[src/design/pqadc_pkg.sv]
// ----------------------------------------------------------------------------
// pqadc_pkg
// shared constants, field layout and types of the product-quantization
// distance scan
// ----------------------------------------------------------------------------
package pqadc_pkg;

	localparam int NUM_SUBSPACES = 16;
	localparam int NUM_CENTROIDS = 256;
	localparam int ENTRY_BITS    = 24;
	localparam int DIST_BITS     = 28;

	localparam int CODE_BITS        = 8;
	localparam int SUB_FIELD_BITS   = 4;
	localparam int CENT_FIELD_BITS  = 8;
	localparam int VALUE_FIELD_BITS = 24;
	localparam int CODES_WORD_BITS  = 64;
	localparam int CENT_ADDR_BITS   = $clog2(NUM_CENTROIDS);

	// lane slots of the adder tree, four groups of four
	localparam int LANE_SLOTS = 16;
	localparam int GROUP_SIZE = 4;
	localparam int NUM_GROUPS = LANE_SLOTS / GROUP_SIZE;
	localparam int PART_BITS  = ENTRY_BITS + 2;
	localparam int TOTAL_BITS = (ENTRY_BITS + 4 > DIST_BITS) ? ENTRY_BITS + 4 : DIST_BITS;

	// input beat layout
	localparam int SUB_LSB       = 0;
	localparam int CENT_LSB      = SUB_LSB + SUB_FIELD_BITS;
	localparam int VALUE_LSB     = CENT_LSB + CENT_FIELD_BITS;
	localparam int LO_LSB        = VALUE_LSB + VALUE_FIELD_BITS;
	localparam int HI_LSB        = LO_LSB + CODES_WORD_BITS;
	localparam int IN_FIELD_BITS = HI_LSB + CODES_WORD_BITS;
	localparam int IN_TDATA_BITS = ((IN_FIELD_BITS + 7) / 8) * 8;
	localparam int OUT_TDATA_BITS = ((DIST_BITS + 7) / 8) * 8;

	typedef enum logic {
		MODE_WRITE = 1'b0,
		MODE_SCAN  = 1'b1
	} mode_t;

	typedef logic [ENTRY_BITS-1:0] entry_t;

	typedef struct packed {
		logic                      wr;
		logic                      rd;
		logic [CENT_ADDR_BITS-1:0] waddr;
		logic [CENT_ADDR_BITS-1:0] raddr;
		logic                      raddr_ok;
		entry_t                    wdata;
	} lane_req_t;

	typedef struct packed {
		logic adv;
		logic vld;
		logic last;
	} pipe_ctrl_t;

endpackage

[src/design/pqadc_merge.sv]
// ----------------------------------------------------------------------------
// pqadc_merge
// two-stage adder tree over the lane lookups with saturation to the
// distance width
// ----------------------------------------------------------------------------
module pqadc_merge (
	input  logic                                 clk,
	input  logic                                 arst_n,
	input  pqadc_pkg::pipe_ctrl_t                ctrl,
	input  pqadc_pkg::entry_t                    lane_val [pqadc_pkg::LANE_SLOTS],
	output logic                                 vld_s3,
	output logic                                 last_s3,
	output logic [pqadc_pkg::DIST_BITS-1:0]      dist_s3
);

	localparam logic [pqadc_pkg::TOTAL_BITS-1:0] DistMax =
		pqadc_pkg::TOTAL_BITS'((64'd1 << pqadc_pkg::DIST_BITS) - 64'd1);

	logic                              vld_s2;
	logic                              last_s2;
	logic [pqadc_pkg::PART_BITS-1:0]   part_s2 [pqadc_pkg::NUM_GROUPS];
	logic [pqadc_pkg::PART_BITS-1:0]   part_d  [pqadc_pkg::NUM_GROUPS];
	logic [pqadc_pkg::TOTAL_BITS-1:0]  total_d;

	always_comb begin
		for (int g = 0; g < pqadc_pkg::NUM_GROUPS; g++) begin
			part_d[g] = '0;
			for (int k = 0; k < pqadc_pkg::GROUP_SIZE; k++) begin
				part_d[g] = part_d[g] +
					pqadc_pkg::PART_BITS'(lane_val[g * pqadc_pkg::GROUP_SIZE + k]);
			end
		end
	end

	always_comb begin
		total_d = '0;
		for (int g = 0; g < pqadc_pkg::NUM_GROUPS; g++) begin
			total_d = total_d + pqadc_pkg::TOTAL_BITS'(part_s2[g]);
		end
	end

	always_ff @(posedge clk or negedge arst_n) begin
		if (!arst_n) begin
			vld_s2 <= 1'b0;
			vld_s3 <= 1'b0;
		end else if (ctrl.adv) begin
			vld_s2 <= ctrl.vld;
			vld_s3 <= vld_s2;
		end
	end

	always_ff @(posedge clk) begin
		if (ctrl.adv) begin
			last_s2 <= ctrl.last;
			part_s2 <= part_d;
			last_s3 <= last_s2;
			dist_s3 <= (total_d > DistMax) ? pqadc_pkg::DIST_BITS'(DistMax)
				: pqadc_pkg::DIST_BITS'(total_d);
		end
	end

endmodule

[config.mk]
export PLATFORM = sky130hd
export DESIGN_NAME = pqadc_merge
export DESIGN_NICKNAME = d
export VERILOG_FILES = /design/src/design/pqadc_pkg.sv /design/src/design/pqadc_merge.sv
export SDC_FILE = /design/constraint.sdc
export NUM_CORES = 1
export LEC_CHECK = 0
export BUFFER_PORTS_ARGS = -buffer_cell sky130_fd_sc_hd__buf_2
export CORE_UTILIZATION = 59
export CTS_BUF_LIST = sky130_fd_sc_hd__clkbuf_8 sky130_fd_sc_hd__clkbuf_16
export CTS_CLUSTER_DIAMETER = 60
export DETAILED_ROUTE_END_ITERATION = 6
export GPL_TIMING_DRIVEN = 0
export PLACE_DENSITY = 0.88
export SETUP_SLACK_MARGIN = 0.5
export SLEW_MARGIN = 30
export SYNTH_ARGS = -nofsm -noshare
export SYNTH_HDL_FRONTEND = slang
export SYNTH_SLANG_ARGS = --single-unit
[constraint.sdc]
create_clock -name clk -period 9.4 [get_ports clk]
set_input_delay 1.41 -clock clk [delete_from_list [all_inputs] [get_ports clk]]
set_output_delay 1.41 -clock clk [all_outputs]
set_load 0.03 [all_outputs]
==> flow_metrics.tcl, run 1 <==
set metrics [dict create \
    finalNetCount 2569 \
    stdcell_count 2153 \
    vias 11900 \
    fin_skew_ns 0.00887 \
    drcViolationCount 0 \
    yosys.cell_types.count 68 \
    antenna_found_initial 0 \
    grt_pass1_vias 12600 \
    status "complete, no violations" \
    numCtsBuffers 17 \
    r2r_slack_ns 5.35 \
    fin_crit_sh 0.521 \
    hold_class "reg -> reg" \
    wirelength_mm 37.2 \
    maxSlewHeadroom 0.606 \
    grt_overflow 0 \
    grt.total_usage 0.288 \
    hold_viol 0 \
    finalMaxSlewViolations 0 \
    netlist_area_um2 15500 \
    worst_pin_slew_ns 0.577 \
    place_inst 2120 \
    grt_max_degree 79 \
    seq_area_frac_synth 0.263 \
    period_needed_ns 4.90 \
    initial_core_util 0.609 \
    finalWeightedCongestion 0.875 \
    viasPerCell 5.51 \
    crit_fanout 3 \
    path_class "in -> reg" \
    place_hpwl_mm 32.2 \
    io_pins 419 \
    ys.flop_type "edfxtp_1" \
    worst-path-buf-inv 3 \
    synth_fp_nets 2131 \
    clock_path_buffers 2 \
    postSynthAreaPerCell_um2 11.3 \
    crit_arrival_ns 5.07 \
    crit_path_frequent_cell "fa_1" \
    drive_above_1_share 0.257 \
    syn_to_final_growth_pct 20.2 \
    rsz0062_at_grt "no" \
    synth-seq-cells 136 \
    clock-root-buffer "clkbuf_16" \
    cts.sinks 136 \
    synth-edff-count 134 \
    finalInstanceArea_um2 18600 \
    netlist_instances 1371 \
    grt_pass1_wl_mm 59.0 \
    slowest_delay_ns 0.55 \
    postCtsHoldBufs 0 \
    io_buffers 418 \
    die_area_um2 26900 \
    cts_resized 0 \
    tns_ns 0 \
    fmax_mhz 204 \
    htree_num_levels 4 \
    cpMaxStageDelayCell "fa_1" \
    leakagePower_nw 8.82 \
    cts_setup_buffers 0 \
    power_density_nw_per_um2 463 \
    clkLatencyLatePin_ns 0.43 \
    cp.required_ns 9.57 \
    end_kind "flip-flop" \
    ant_nets 0 \
    worstSetupStartpointType "primary input" \
    clk_pin_slew_ns 0.06 \
    crit_chain "buf_2 > fa_1 > fa_1 > ha_1 > inv_1 > fa_1 > inv_1 > a21o_1 > a21oi_2 > o21a_4 > o311ai_4 > a221oi_4 > o311ai_1 > a221oi_1 > xnor2_1" \
    wl_per_cell_um 17.3 \
    core_um2 25500 \
    drv_cap 0 \
    finalSetupViolations 0 \
    critical_path.top_delay_family "adder cells" \
    drt-initial-drc-count 703 \
    synthArstFlopShare 0.0147 \
    irDropWorstVdd_mv 0.520 \
    placed_area_um2 18000 \
    die_h_um 164 \
    die_w_um 164 \
    num_rows 58 \
    drtPass1Iterations 5 \
    ys_warn_count 0 \
    cts_tree "yes" \
]
-- cell families after synthesis --
group | Yosys count | share of synthesized area
adder cells (fa/ha/maj) | 371 | 0.418
XOR/XNOR | 107 | 0.0605
flip-flops | 136 | 0.263
multiplexers | 2 | 0.00145
AND/OR/NAND/NOR | 212 | 0.0672
buffers and inverters | 215 | 0.0522
AO/OA/AOI/OAI | 328 | 0.138
-- path summary, 6_finish.rpt --
check | start | to | depth (start not counted)
max | lane_val[289] | part_s2[101] | 15
min | last_s2 | last_s3 | 0
max reg2reg | part_s2[40] | dist_s3[27] | 14
min reg2reg | last_s2 | last_s3 | 0
max in group asynchronous | arst_n | vld_s2 | 1
min in group asynchronous | arst_n | vld_s3 | 1
-- sequential cells by signal, indices dropped and copies added (netlist names) --
signal and cells:
dist_s3 28, last_s2 1, last_s3 1, part_s2 104
vld_s2 1, vld_s3 1
-- Yosys cell counts, drive strengths merged (14+ instances only) --
cell type	count	area [um^2]
a21o	69	518
a21oi	111	563
clkbuf	24	91.3
edfxtp	134	4020
fa	244	4880
ha	127	1590
inv	190	713
nand2	54	203
nand3	23	115
nor2	51	191
nor2b	18	113
o21a	14	113
o21ai	64	324
xnor2	74	648
xor2	33	289
-- worst reg2reg max path, stage by stage (launching register included) --
cell and delay (ns):
edfxtp_1 0.36, inv_1 0.11, fa_1 0.45, fa_1 0.49, inv_1 0.04, ha_1 0.35, a21o_1 0.20, a21o_1 0.18
a21o_1 0.20, a2111o_1 0.29, a31oi_1 0.25, o31ai_1 0.13, a21o_1 0.22, a221oi_2 0.39, o21ai_1 0.13
-- report_power, final --
part | switching, mW | internal (mW)
clock network | 0.277 | 0.396
registers | 0.0866 | 1.36
logic | 3.78 | 2.74
-- final cells by class --
type	instances	area, um^2
antenna	1	2.50
buffer	25	96.3
clock buffer	17	425
clock inverter	15	166
fill	1824	6830
inverter	190	713
multi-input combinational	1020	10600
sequential	136	4070
tap	330	413
timing repair buffer	419	2130
-- cell usage in the layout, fill, tap and decap left out, drive strengths merged, types with 54 or more instances in the layout --
master	instances
fa	244
a21oi	111
o21ai	64
a21o	69
ha	127
inv	196
nand2	54
buf	420
edfxtp	134
xnor2	74
-- metrics by stage --
step	power [mW]	hold slack (ns)	setup WS (ns)	utilization
floorplan	6.42	0.400	4.62	-
global placement	7.65	0.403	4.18	0.707
detailed placement	7.89	0.414	4.13	0.708
CTS	8.64	0.429	4.53	0.732
global route	9.46	0.437	4.30	0.732
finish	8.63	0.430	4.50	0.732
-- metal layers --
layer / share of wire / up-vias / track usage
met5: 0 / - / 0
met2: 0.54 / 483 / 0.540
met3: 0.064 / 72 / 0.0523
met1: 0.37 / 5706 / 0.324
met4: 0.030 / 0 / 0.106
li1: - / 5594 / -
(Power assumes the default switching activity.)
==> inputs of run 2 (changes only) <==
--- a/config.mk
+++ b/config.mk
@@ -6,12 +6,12 @@
 export NUM_CORES = 1
 export LEC_CHECK = 0
 export BUFFER_PORTS_ARGS = -buffer_cell sky130_fd_sc_hd__buf_2
-export CORE_UTILIZATION = 59
+export CORE_UTILIZATION = 55
 export CTS_BUF_LIST = sky130_fd_sc_hd__clkbuf_8 sky130_fd_sc_hd__clkbuf_16
 export CTS_CLUSTER_DIAMETER = 60
 export DETAILED_ROUTE_END_ITERATION = 6
 export GPL_TIMING_DRIVEN = 0
-export PLACE_DENSITY = 0.88
+export PLACE_DENSITY = 0.83
 export SETUP_SLACK_MARGIN = 0.5
 export SLEW_MARGIN = 30
 export SYNTH_ARGS = -nofsm -noshare
==> constraint.sdc (replaced) <==
create_clock -name clk -period 4.9 [get_ports clk]
set_input_delay 0.735 -clock clk [delete_from_list [all_inputs] [get_ports clk]]
set_output_delay 0.735 -clock clk [all_outputs]
set_load 0.03 [all_outputs]
==> run 2 against run 1 <==
- the flow now finishes with violations (design-rule violations)
- die area up 7.2%
- non-clock buffer count unchanged
- final area up 0.49%
- critical endpoint is now part_s2[25]
- highest routed layer unchanged
==> flow_metrics.tcl, run 2 (same netlist as run 1, synthesis figures left out) <==
set metrics [dict create \
    numCtsBuffers 17 \
    finalWeightedCongestion 0.908 \
    worstSetupStartpointType "primary input" \
    cts_resized 0 \
    ff2ff_path_depth 14 \
    hold_class "in -> async" \
    leakagePower_nw 8.85 \
    finalInstanceArea_um2 18700 \
    final_core_util 0.674 \
    irDropWorstVdd_mv 0.975 \
    final.fill_count 2197 \
    htree_num_levels 4 \
    drcViolationCount 4 \
    fin_skew_ns 0.0133 \
    placed_area_um2 18100 \
    reg2reg_from "part_s2[0]" \
    drt-initial-drc-count 828 \
    grt_overflow 0 \
    worst_pin_slew_ns 0.472 \
    io_pins 419 \
    cts.sinks 136 \
    grt_max_degree 78 \
    finalNetCount 2569 \
    clkLatencyLatePin_ns 0.43 \
    die_w_um 170 \
    wl_per_cell_um 16.7 \
    antenna_found_initial 1 \
    grt_pass1_vias 12300 \
    crit_fanout 3 \
    viasPerCell 5.39 \
    reg_top3 "part_s2: 104 flops, dist_s3: 28 flops" \
    period_needed_ns 4.21 \
    cts_setup_buffers 0 \
    grt.total_usage 0.265 \
    final_cell_mix "buf_2 (418), fa_1 (244), inv_1 (191)" \
    io_buffers 418 \
    violations "design-rule violations" \
    clock_path_buffers 2 \
    grt_pass1_wl_mm 58.4 \
    drtPass1Iterations 7 \
    die_area_um2 28900 \
    power_mw 16.6 \
    finalSetupViolations 0 \
    layout_commonest_cell "buf_2" \
    tns_ns 0 \
    place_ws_ns 0.263 \
    num_rows 61 \
    power_density_nw_per_um2 884 \
    fin_hold_ws_ns 0.0827 \
    cts_tree "yes" \
    stdcell_count 2201 \
    largest_reg_flops 104 \
    multi_input_area_um2 10600 \
    syn_to_final_growth_pct 20.8 \
    wirelength_mm 36.8 \
    ff_latch_area_um2 4070 \
    fmax_mhz 238 \
    r2r_end "dist_s3[25]" \
    maxSlewHeadroom 0.680 \
    fin_crit_sh 0.859 \
    place_inst 2168 \
    cp.required_ns 5.10 \
    die_h_um 170 \
    drv_cap 0 \
    end_kind "flip-flop" \
    core_um2 27800 \
    clk_pin_slew_ns 0.06 \
    ant_nets 0 \
    status "finished, violations left" \
    initial_core_util 0.558 \
    setup_slack_ns 0.691 \
    crit_arrival_ns 4.41 \
    regMostFlops "part_s2" \
    place_hpwl_mm 31.7 \
    finalMaxSlewViolations 0 \
    postCtsHoldBufs 0 \
    r2r_slack_ns 0.77 \
    path_class "in -> reg" \
    hold_viol 0 \
    drive_above_1_share 0.256 \
    vias 11900 \
    clock-root-buffer "clkbuf_16" \
    rsz0062_at_grt "no" \
]
run 2: area by class of cell:
cell class | instances | area share
Multi-Input combinational cell | 1020 | 0.567
Sequential cell | 136 | 0.218
Timing Repair Buffer | 419 | 0.114
Inverter | 190 | 0.0381
Tap cell | 378 | 0.0253
Clock buffer | 18 | 0.0234
Clock inverter | 14 | 0.00982
Buffer | 25 | 0.00514
Antenna cell | 1 | 0.000134
run 2: critical path, stage by stage:
cell,delay [ns]
buf_2,0.11
fa_1,0.50
fa_1,0.51
ha_1,0.17
inv_1,0.06
fa_1,0.46
nor2b_1,0.12
o21ai_0,0.12
a211oi_1,0.39
o21ai_1,0.14
a21oi_1,0.37
or2_1,0.25
a21oi_1,0.15
o21ai_1,0.33
run 2: how the worst max path moves through the flow:
stage,start,to,slack [ns]
floorplan,lane_val[289],part_s2[101],0.79
global placement,lane_val[1],part_s2[25],0.24
detailed placement,lane_val[1],part_s2[25],0.26
CTS,lane_val[1],part_s2[25],0.69
global route,lane_val[1],part_s2[19],0.53
finish,lane_val[1],part_s2[25],0.69
run 2: layer usage:
metal,GRT usage,vias up,wire [um]
met5,0,-,0
met4,0.0975,0,1210
met3,0.0544,81,2500
met2,0.484,477,19400
met1,0.304,5718,13700
li1,-,5580,-
run 2: power by group:
group / internal (mW) / total (mW) / switching, mW
registers: 2.60 / 2.76 / 0.156
clock network: 0.860 / 1.36 / 0.500
logic: 5.23 / 12.4 / 7.22
total: 8.69 / 16.6 / 7.87
==> inputs of run 3 (changes only) <==
--- a/config.mk
+++ b/config.mk
@@ -6,12 +6,12 @@
 export NUM_CORES = 1
 export LEC_CHECK = 0
 export BUFFER_PORTS_ARGS = -buffer_cell sky130_fd_sc_hd__buf_2
-export CORE_UTILIZATION = 55
+export CORE_UTILIZATION = 50
 export CTS_BUF_LIST = sky130_fd_sc_hd__clkbuf_8 sky130_fd_sc_hd__clkbuf_16
 export CTS_CLUSTER_DIAMETER = 60
 export DETAILED_ROUTE_END_ITERATION = 6
 export GPL_TIMING_DRIVEN = 0
-export PLACE_DENSITY = 0.83
+export PLACE_DENSITY = 0.8
 export SETUP_SLACK_MARGIN = 0.5
 export SLEW_MARGIN = 30
 export SYNTH_ARGS = -nofsm -noshare
==> constraint.sdc (replaced) <==
create_clock -name clk -period 3.5 [get_ports clk]
set_input_delay 0.525 -clock clk [delete_from_list [all_inputs] [get_ports clk]]
set_output_delay 0.525 -clock clk [all_outputs]
set_load 0.03 [all_outputs]
==> run 3 against run 2 <==
- the flow finishes with violations (negative setup slack)
- worst setup slack worse by 0.96 ns
- non-clock buffer count is 99 higher
- sequential share of layout area is 2.3 points lower
- global-route usage is 1.0 points lower
- final area is 12% higher
- flip-flop and latch count stayed put
- register-to-register slack worse by 1.0 ns
- hold slack better by 0.19 ns
- utilization is 1.3 points higher
- via count is 4.1% higher
- wire length is 9.4% higher
- largest cell class unchanged
==> flow_metrics.tcl, run 3 (same netlist as run 1, synthesis figures left out) <==
set metrics [dict create \
    status "finished, violations left" \
    violations "negative setup slack" \
    syn_to_final_growth_pct 35.2 \
    wl_met2_mm 21.8 \
    setup_slack_ns -0.269 \
    vias 12300 \
    wl_per_cell_um 17.4 \
    grt.total_usage 0.255 \
    htree_num_levels 4 \
    die_h_um 178 \
    grt_max_degree 82 \
    finalSetupViolations 12 \
    reg_top3 "part_s2: 104 flops, dist_s3: 28 flops" \
    r2r_end "dist_s3[25]" \
    final_core_util 0.687 \
    viasPerCell 5.32 \
    slowest_delay_ns 0.52 \
    fin_crit_sh 1.08 \
    drt-met1-wl_mm 15.3 \
    numCtsBuffers 17 \
    hold_viol 0 \
    wirelength_mm 40.3 \
    final.fill_count 2280 \
    grt_pass1_vias 12700 \
    rsz0062_at_grt "yes" \
    largest_reg_flops 104 \
    initial_core_util 0.508 \
    place_hpwl_mm 32.3 \
    io_buffers 418 \
    clkLatencyLatePin_ns 0.43 \
    core_um2 30500 \
    worst-path-buf-inv 1 \
    end_kind "flip-flop" \
    cpMaxStageDelayCell "fa_1" \
    cts_tree "yes" \
    drcViolationCount 0 \
    r2r_slack_ns -0.27 \
    cts.sinks 136 \
    worst_pin_slew_ns 0.641 \
    met3WireLength_mm 2.09 \
    drt-initial-drc-count 595 \
    fin_skew_ns 0.00835 \
    drtPass1Iterations 5 \
    drive_above_1_share 0.411 \
    crit_path_start "part_s2[26]" \
    crit_path_frequent_cell "fa_2" \
    drv_cap 0 \
    finalWeightedCongestion 0.928 \
    path_class "reg -> reg" \
    die_area_um2 31700 \
    cp.required_ns 3.67 \
    crit_chain "fa_2 > fa_1 > ha_2 > inv_2 > fa_2 > nor2b_1 > o21a_1 > o21ai_2 > a21oi_4 > a31oi_4 > o31ai_2 > a21o_1 > a221oi_4 > xnor2_1" \
    crit_arrival_ns 3.93 \
    clock_path_buffers 2 \
    io_pins 419 \
    maxSlewHeadroom 0.568 \
    finalMaxSlewViolations 0 \
    placed_area_um2 18500 \
    layout_commonest_cell "buf_2" \
    reg2reg_from "part_s2[26]" \
    top_layer "met4" \
    hold_class "in -> reg" \
    critical_path.top_delay_family "adder cells" \
    crit_fanout 2 \
    period_needed_ns 3.77 \
    endpoint "dist_s3[25]" \
    die_w_um 178 \
    fmax_mhz 265 \
    ff2ff_path_depth 14 \
    num_rows 64 \
    clk_pin_slew_ns 0.06 \
    grt_overflow 0 \
    final_cell_mix "buf_2 (404), fa_1 (233), inv_1 (173)" \
    finalInstanceArea_um2 21000 \
    cp_num_cells 14 \
    finalNetCount 2668 \
    antenna_found_initial 1 \
    clock-root-buffer "clkbuf_16" \
    grt_pass1_wl_mm 61.7 \
    worstSetupStartpointType "flip-flop" \
    ant_nets 0 \
    regMostFlops "part_s2" \
]
run 3: cell count changes in the layout (fill, tap and decap cells not counted), moves of 14 or more:
cell / previous run / this run
a21oi_1: 109 / 60
a21oi_2: 2 / 42
buf_2: 418 / 404
buf_4: 0 / 69
buf_6: 0 / 44
ha_4: 0 / 15
o21ai_1: 24 / 10
inv_2: 1 / 18
ha_1: 127 / 102
o21ai_2: 1 / 24
inv_1: 191 / 173
xnor2_1: 74 / 56
xnor2_2: 0 / 18
run 3: repair_timing:
item,CTS,global route
resized for setup,151,102
endpoints found under the setup margin,76,87
buffers inserted,58,40
pin swaps,115,105
hold buffers,1,0
endpoints found under the hold margin,2,0
run 3: layout make-up:
| type | instances | area, um^2 | area share |
|---|---|---|---|
| multi-input cells | 1020 | 11900 | 0.568 |
| flip-flops and latches | 136 | 4070 | 0.194 |
| repair buffers | 518 | 3090 | 0.147 |
| inverters | 190 | 713 | 0.0340 |
| well taps | 396 | 495 | 0.0236 |
| clock buffers | 17 | 425 | 0.0203 |
| plain buffers | 25 | 160 | 0.00764 |
| clock inverters | 15 | 105 | 0.00501 |
| diodes | 1 | 2.50 | 0.000119 |
run 3: worst min-delay path by stage:
stage | start | endpoint | depth (start not counted)
after floorplan | arst_n | vld_s2 | 0
after global placement | arst_n | vld_s3 | 1
after detailed placement | arst_n | vld_s3 | 1
after CTS | ctrl[0] | last_s2 | 1
after global routing | ctrl[0] | last_s2 | 1
final | ctrl[0] | last_s2 | 1
run 3: through the flow:
step	setup TNS [ns]	cells	setup slack [ns]	hold slack (ns)
2_1_floorplan	-1.52	1371	-0.363	0.229
3_3_place_gp	-16.17	2185	-0.731	0.310
3_5_place_dp	-17.13	2186	-0.751	0.311
4_1_cts	-0.846	2277	-0.234	0.257
5_1_grt	-3.24	2318	-0.393	0.254
6_report	-1.28	2318	-0.269	0.277
run 3: routing by layer:
layer / vias up / GRT usage
met3: 71 / 0.0403
met5: - / 0
met1: 6048 / 0.300
li1: 5791 / -
met4: 0 / 0.0776
met2: 428 / 0.472
Power of run 3 is not shown: default switching activity piles up to over one toggle a cycle in this logic, so the estimate is an artifact.
